File: config.mk
export PLATFORM = sky130hd
export DESIGN_NAME = multi_stack_shared_pool
export DESIGN_NICKNAME = d
export VERILOG_FILES = /design/src/hw/rtl/msp_pkg.sv /design/src/hw/rtl/multi_stack_shared_pool.sv
export SDC_FILE = /design/constraint.sdc
export NUM_CORES = 2
export LEC_CHECK = 0
export BUFFER_PORTS_ARGS = -buffer_cell sky130_fd_sc_hd__buf_4
export CORE_ASPECT_RATIO = 0.9
export CORE_MARGIN = 1
export CORE_UTILIZATION = 35
export CTS_BUF_LIST = sky130_fd_sc_hd__clkbuf_8 sky130_fd_sc_hd__clkbuf_16
export DETAILED_ROUTE_END_ITERATION = 16
export PLACE_DENSITY = 0.49
export SYNTH_ARGS = -nofsm -noshare
export SYNTH_HDL_FRONTEND = slang
export SYNTH_SLANG_ARGS = --single-unit
File: constraint.sdc
create_clock -name clk -period 6.48 [get_ports clk]
set_input_delay 0.648 -clock clk [delete_from_list [all_inputs] [get_ports clk]]
set_output_delay 0.648 -clock clk [all_outputs]
set_load 0.1 [all_outputs]
File: src/hw/rtl/msp_pkg.sv
// ----------------------------------------------------------------------------
// msp_pkg
// Shared request/result types and codes for the multi-stack slot pool.
// ----------------------------------------------------------------------------
package msp_pkg;

    // request kinds
    localparam logic REQ_PUSH = 1'b0;
    localparam logic REQ_POP  = 1'b1;

    // completion status
    typedef enum logic [1:0] {
        ST_DONE  = 2'd0,
        ST_FULL  = 2'd1,
        ST_EMPTY = 2'd2
    } status_t;

    // one request
    typedef struct packed {
        logic               req_type;
        logic [1:0]         stack_sel;
        logic signed [31:0] push_data;
    } req_t;

    // one result
    typedef struct packed {
        status_t            status;
        logic signed [31:0] pop_data;
        logic               pool_full;
        logic               stack_empty;
    } rsp_t;

endpackage

File: src/hw/rtl/multi_stack_shared_pool.sv
// ----------------------------------------------------------------------------
// multi_stack_shared_pool
// Several LIFO stacks chained through one shared slot pool with a free list.
// ----------------------------------------------------------------------------
// Usage:
//   A request (push or pop on one stack) is taken at a rising edge with
//   start high and busy low. Its result appears on result with done high
//   for exactly one cycle; the receiver cannot hold it off.
// Timing:
//   Accept edge: the slot address (free head for push, stack top for pop)
//   goes to the link and value RAMs. Next cycle (busy high) the read data
//   comes back and the read-modify-write of the link RAM, the head
//   registers and the free head completes. The result is registered and
//   shows in the cycle after, while the next request may already be taken.
//   A new request is taken only once the work cycle is over, as the RAM
//   read is followed by the link write-back.
// Reset:
//   All stacks empty, free head at slot 0. The link RAM is not cleared:
//   a fill count marks slots never linked, which read as "next slot", so
//   there is no clearing pass and requests are taken right after reset.
//   Value RAM contents are undefined until pushed.
// ----------------------------------------------------------------------------
module multi_stack_shared_pool
    import msp_pkg::*;
#(
    parameter int POOL_SLOTS = 64,
    parameter int NUM_STACKS = 4,
    parameter int DATA_BITS  = 32
) (
    input  logic clk,
    input  logic rst_n,
    input  logic start,
    output logic busy,
    input  req_t request,
    output logic done,
    output rsp_t result
);

    localparam int LINK_W = $clog2(POOL_SLOTS + 1);
    localparam int IDX_W  = $clog2(POOL_SLOTS);
    localparam int SEL_W  = (NUM_STACKS > 1) ? $clog2(NUM_STACKS) : 1;
    localparam logic [LINK_W-1:0] NULL_LINK = LINK_W'(POOL_SLOTS);

    // fold a 2-bit stack select into range
    function automatic logic [SEL_W-1:0] wrap_sel(input logic [1:0] raw);
        int v;
        v = int'(raw);
        for (int k = 0; k < 3; k++)
        begin
            if (v >= NUM_STACKS)
            begin
                v = v - NUM_STACKS;
            end
        end
        return SEL_W'(v);
    endfunction

    // memories
    logic [LINK_W-1:0]    link_mem  [POOL_SLOTS];
    logic [DATA_BITS-1:0] value_mem [POOL_SLOTS];
    logic [LINK_W-1:0]    link_q;
    logic [DATA_BITS-1:0] value_q;

    // control state
    logic [LINK_W-1:0] head_reg [NUM_STACKS];
    logic [LINK_W-1:0] free_head_reg, free_head_next;
    logic [LINK_W-1:0] fill_reg, fill_next;
    logic              busy_reg;
    logic              done_reg;

    // captured request
    logic              req_reg;
    logic [SEL_W-1:0]  sel_reg;
    logic [31:0]       data_reg;
    logic [LINK_W-1:0] slot_reg;
    rsp_t              result_reg, result_next;

    // accept side
    logic              accept;
    logic [SEL_W-1:0]  sel_in;
    logic [LINK_W-1:0] slot_in;

    assign accept  = start && !busy_reg;
    assign sel_in  = wrap_sel(request.stack_sel);
    assign slot_in = (request.req_type == REQ_PUSH) ? free_head_reg : head_reg[sel_in];

    // work cycle: read-modify-write
    logic                 slot_ok;
    logic [LINK_W-1:0]    link_rd;
    logic                 link_we;
    logic [LINK_W-1:0]    link_wd;
    logic                 value_we;
    logic [DATA_BITS-1:0] value_wd;
    logic                 head_we;
    logic [LINK_W-1:0]    head_wd;
    logic [LINK_W-1:0]    head_after;
    logic [63:0]          data_wide;
    logic [63+DATA_BITS:0] pop_ext;

    assign slot_ok   = slot_reg < NULL_LINK;
    // never-linked slots still hold their reset chain
    assign link_rd   = (slot_reg >= fill_reg) ? (slot_reg + LINK_W'(1)) : link_q;
    assign data_wide = {32'b0, data_reg};
    assign value_wd  = data_wide[DATA_BITS-1:0];
    assign pop_ext   = {{64{value_q[DATA_BITS-1]}}, value_q};

    always_comb
    begin
        free_head_next = free_head_reg;
        fill_next      = fill_reg;
        link_we        = 1'b0;
        link_wd        = free_head_reg;
        value_we       = 1'b0;
        head_we        = 1'b0;
        head_wd        = link_rd;
        head_after     = head_reg[sel_reg];
        result_next    = '0;
        result_next.status = ST_DONE;
        if (req_reg == REQ_PUSH)
        begin
            if (slot_ok)
            begin
                free_head_next = link_rd;
                link_we        = busy_reg;
                link_wd        = head_reg[sel_reg];
                value_we       = busy_reg;
                head_we        = busy_reg;
                head_wd        = slot_reg;
                head_after     = slot_reg;
                if (slot_reg == fill_reg)
                begin
                    fill_next = fill_reg + LINK_W'(1);
                end
            end
            else
            begin
                result_next.status = ST_FULL;
            end
        end
        else
        begin
            if (slot_ok)
            begin
                free_head_next       = slot_reg;
                link_we              = busy_reg;
                link_wd              = free_head_reg;
                head_we              = busy_reg;
                head_wd              = link_rd;
                head_after           = link_rd;
                result_next.pop_data = pop_ext[31:0];
            end
            else
            begin
                result_next.status = ST_EMPTY;
            end
        end
        result_next.pool_full   = free_head_next >= NULL_LINK;
        result_next.stack_empty = head_after >= NULL_LINK;
    end

    // link and value RAMs
    always_ff @(posedge clk)
    begin
        if (accept)
        begin
            link_q  <= link_mem[slot_in[IDX_W-1:0]];
            value_q <= value_mem[slot_in[IDX_W-1:0]];
        end
        if (link_we)
        begin
            link_mem[slot_reg[IDX_W-1:0]] <= link_wd;
        end
        if (value_we)
        begin
            value_mem[slot_reg[IDX_W-1:0]] <= value_wd;
        end
    end

    // captured request and result payload
    always_ff @(posedge clk)
    begin
        if (accept)
        begin
            req_reg  <= request.req_type;
            sel_reg  <= sel_in;
            data_reg <= request.push_data;
            slot_reg <= slot_in;
        end
        if (busy_reg)
        begin
            result_reg <= result_next;
        end
    end

    // control registers
    always_ff @(posedge clk or negedge rst_n)
    begin
        if (!rst_n)
        begin
            busy_reg      <= 1'b0;
            done_reg      <= 1'b0;
            free_head_reg <= '0;
            fill_reg      <= '0;
            for (int i = 0; i < NUM_STACKS; i++)
            begin
                head_reg[i] <= NULL_LINK;
            end
        end
        else
        begin
            busy_reg <= accept;
            done_reg <= busy_reg;
            if (busy_reg)
            begin
                free_head_reg <= free_head_next;
                fill_reg      <= fill_next;
            end
            if (head_we)
            begin
                head_reg[sel_reg] <= head_wd;
            end
        end
    end

    assign busy   = busy_reg;
    assign done   = done_reg;
    assign result = result_reg;

`ifndef SYNTH
    // every accepted request yields its result after its work cycle
    a_result_follows: assert property (@(posedge clk) disable iff (!rst_n)
        start && !busy |=> ##1 done)
        else $error("missing result after request");

    // a result never overlaps the work cycle
    a_done_not_busy: assert property (@(posedge clk) disable iff (!rst_n)
        done |-> !busy)
        else $error("result shown during work cycle");

    // fill count and free head stay within the pool
    a_bounds: assert property (@(posedge clk) disable iff (!rst_n)
        fill_reg <= NULL_LINK && free_head_reg <= NULL_LINK)
        else $error("free list pointer out of range");

    // a full-pool refusal reports the pool as full
    a_full_flag: assert property (@(posedge clk) disable iff (!rst_n)
        done && result.status == ST_FULL |-> result.pool_full)
        else $error("full status without full flag");
`endif

endmodule

==> results.ini <==
[worst_setup_path]
critPathCaptureType=flop
r2r.worst_path.cells=5
crit-reg2reg-capture=value_mem[45][10]
crit-reg2reg-launch=slot_reg[0]
crit_start=slot_reg[0]
critPathArrivalTime_ps=4860
worst_setup_path_endpoint=value_mem[45][10]
critical_path.max_fanout=17
crit_path_cells=clkinv_1 -> or3_1 -> or2_2 -> nor2_4 -> buf_4
crit_path_top_delay_cell=sky130_fd_sc_hd__nor2_4
max_stage_delay_ps=940
worst_ep_required_time_ps=6960
setup.worst_path.start_class=flop
critical_path_class=flop to flop
setup.reg_to_reg.worst_slack_ps=2100

[logic_synthesis]
synth-seq-cells=2657
postSynthNetCount=7730
synth_area_leader_cell=sky130_fd_sc_hd__edfxtp_1
avgSynthCellArea_um2=13.6
yosys_warnings=0
netlist_top_cells_area=sky130_fd_sc_hd__edfxtp_1 75%, sky130_fd_sc_hd__nand2_1 7.8%, sky130_fd_sc_hd__nand3_1 4.2%, sky130_fd_sc_hd__mux2i_1 1.3%, sky130_fd_sc_hd__a31oi_1 1.2%
netlist_area_um2=104000
dominantRegCellSynth=sky130_fd_sc_hd__edfxtp_1
synth_seq_area_share_pct=76.4
yosys.cell_count.top_type=sky130_fd_sc_hd__edfxtp_1
synth_largest_type_area_fraction_pct=75.3
postSynthCellCount=7683
synthDistinctLibCells=68
post_synth_most_frequent_cells=2613 x sky130_fd_sc_hd__edfxtp_1, 2175 x sky130_fd_sc_hd__nand2_1, 878 x sky130_fd_sc_hd__nand3_1, 244 x sky130_fd_sc_hd__clkbuf_1, 233 x sky130_fd_sc_hd__a21oi_1
synth_enable_flop_cells=2613
async_reset_ff_share_pct=1.66

[power]
switching_power_mw=13.7
vdd.ir_drop.worst_mv=0.234
share_seq_of_total_power_pct=44.5
power.switching_fraction_pct=31.0
leakage_dissipation_nw=39.9
power.share.clock_pct=35.1
power_per_cell_area_nw_per_um2=370
power_internal_mw=30.5
combinational_share_of_power_pct=20.4

[floorplanning]
core_area_um2=295000
std_cell_rows=189
die_x_um=577
floorplan.die.height_um=520
initial_core_util_pct=35.3
design.portCount=76
die_area_um2=300000

[global_route]
first_global_vias=63200
groute.usage.overall_pct=23.4
grt_max_degree=159
grt_pass1_wl_um=500000
grt.overflow.total=0
grt_antenna_before_repair=17

[drt]
drt-vias-per-instance=5.60
drt_first_pass_iters=6
postRouteAntennaNets=0
drt_wirelength_um=359000
wl_per_cell_um=30.0
via_count=67000
initialDrtViolationCount=9012
remaining_drc_errors=0

[clock_network]
numCtsBuffers=287
clk_transition_reported_paths_ps=60
cts_resized=0
cell_chosen_for_the_clock_root=sky130_fd_sc_hd__clkbuf_16
worstSkewPairLatency_ps=870
cts.sinks=2657
cts_tree=yes
cts_htree_levels=5
ctsLongestPathBuffers=4

[sta]
skew_ps=45.7
max_slew.worst_pin.slew_ps=1260
grt_setup_unrepaired=false
final_min_period_over_clock_period_pct=67.6
hold_viol_final=0
timing.fmax_mhz=228
min_period_ps=4380
worst_slew_margin_rel_pct=16.1
setup_total_negative_slack_ps=0
maxSlewViolCount=0
final-setup-viol-count=0

[final_layout]
proportion_of_layout_cells_with_a_drive_suffix_above_1_pct=10.5
area_growth_pct=14.8
finalCoreUtilization_pct=40.5
largest_register_ffs=2048
post_layout_cell_count=12000
final_cell_area_um2=120000
fin_nets=7890

[placement]
numPortBuffers=75
dpl_cell_area_um2=111000
globalplace.congestion=0.821
detailedPlacementHpwl_um=193000
placedCellCount=11400

[outcome]
status=finished clean

[flow_run]
max-cap-violations=0

[min_path]
hold_path.class=input pin to flop

==> per-layer routing <==
layer	up-vias	part of all wire [%]	global-route usage (%)	wire length, µm
met5	-	0.0053	0	19
met4	2	2.8	6.37	9960
met3	497	8.4	3.72	30200
met2	3222	45	36.0	161000
met1	34500	44	34.4	157000
li1	28800	-	-	-
==> metrics by stage <==
step | worst slack (ps) | hold slack, ps | power (mW)
after floorplan | 835 | 352 | 25.2
final | 2100 | 75.7 | 44.2
after detailed placement | 1680 | 465 | 29.0
after CTS | 2130 | 24.6 | 44.4
after global placement | 1240 | 465 | 28.9
after global routing | 2080 | 58.5 | 45.6
==> cell usage in the layout (no fill, tap or decap), types with 12 or more instances in the layout <==
master and n:
sky130_fd_sc_hd__a211o_1 18, sky130_fd_sc_hd__a21boi_0 29, sky130_fd_sc_hd__a21oi_1 233, sky130_fd_sc_hd__a221oi_1 41
sky130_fd_sc_hd__a22oi_1 43, sky130_fd_sc_hd__a31oi_1 205, sky130_fd_sc_hd__a32o_1 12, sky130_fd_sc_hd__a32oi_1 34
sky130_fd_sc_hd__and2_1 35, sky130_fd_sc_hd__and3_1 47, sky130_fd_sc_hd__buf_12 36, sky130_fd_sc_hd__buf_4 291
sky130_fd_sc_hd__bufinv_16 12, sky130_fd_sc_hd__clkbuf_16 296, sky130_fd_sc_hd__clkinv_1 71, sky130_fd_sc_hd__clkinv_2 40
sky130_fd_sc_hd__dfrtp_1 39, sky130_fd_sc_hd__dlygate4sd3_1 33, sky130_fd_sc_hd__edfxtp_1 2613, sky130_fd_sc_hd__inv_1 77
sky130_fd_sc_hd__mux2i_1 140, sky130_fd_sc_hd__mux4_2 18, sky130_fd_sc_hd__nand2_1 2169, sky130_fd_sc_hd__nand2b_1 12
sky130_fd_sc_hd__nand3_1 878, sky130_fd_sc_hd__nand4_1 190, sky130_fd_sc_hd__nor2_1 108, sky130_fd_sc_hd__nor2_4 68
sky130_fd_sc_hd__o21ai_0 26, sky130_fd_sc_hd__o22ai_1 18, sky130_fd_sc_hd__or2_2 16, sky130_fd_sc_hd__or3_1 19
sky130_fd_sc_hd__or4_1 22
==> power by group through the flow <==
stage | clock, mW | sequential [mW] | combinational, mW
finish | 15.5 | 19.7 | 9.03
floorplan | 0 | 20.2 | 5.01
global route | 16.4 | 19.7 | 9.60
CTS | 15.7 | 19.7 | 8.99
detailed placement | 0 | 20.0 | 8.95
global placement | 0 | 20.0 | 8.90
==> cells by family after synthesis <==
| logic type | Yosys count | synth area share [%] |
|---|---|---|
| and+or+nand+nor | 3602 | 15.0 |
| muxes | 167 | 1.83 |
| DFF | 2657 | 76.4 |
| adders and majority gates | 9 | 0.108 |
| AOI/OAI and AO/OA | 730 | 4.59 |
| xor gates and xnor gates | 11 | 0.0925 |
| buffers and inverters | 507 | 2.07 |
==> final cells by class <==
class                   count  area (µm²)
fillers                 27300      176000
flip-flops and latches   2657       79600
multi-input cells        4519       23200
clock buffers             297        7420
well taps                3915        4900
repair buffers            362        3260
clock inverters           203        1240
inverters                  16        75.1
diodes                      3        7.51
==> worst max-delay path, delay by kind of cell (launching register included) <==
| family | cells | cell delay, ps |
|---|---|---|
| simple gates | 3 | 2480 |
| buf+inv | 2 | 910 |
| flops | 1 | 550 |
==> how the worst min path moves through the flow <==
stage / slack, ps / startpoint / end / cells after the start
final: 80 / request[32] / sel_reg[0] / 1
after global routing: 60 / request[32] / sel_reg[0] / 1
after CTS: 20 / request[32] / sel_reg[0] / 1
after detailed placement: 470 / fill_reg[5] / fill_reg[5] / 1
after global placement: 460 / fill_reg[5] / fill_reg[5] / 1
after floorplan: 350 / rst_n / async pin / 0
==> timing repair <==
action	in CTS	in global routing
hold endpoints to repair	72	0
hold buffers	33	0
buffers inserted	0	0
(Power assumes the default switching activity.)
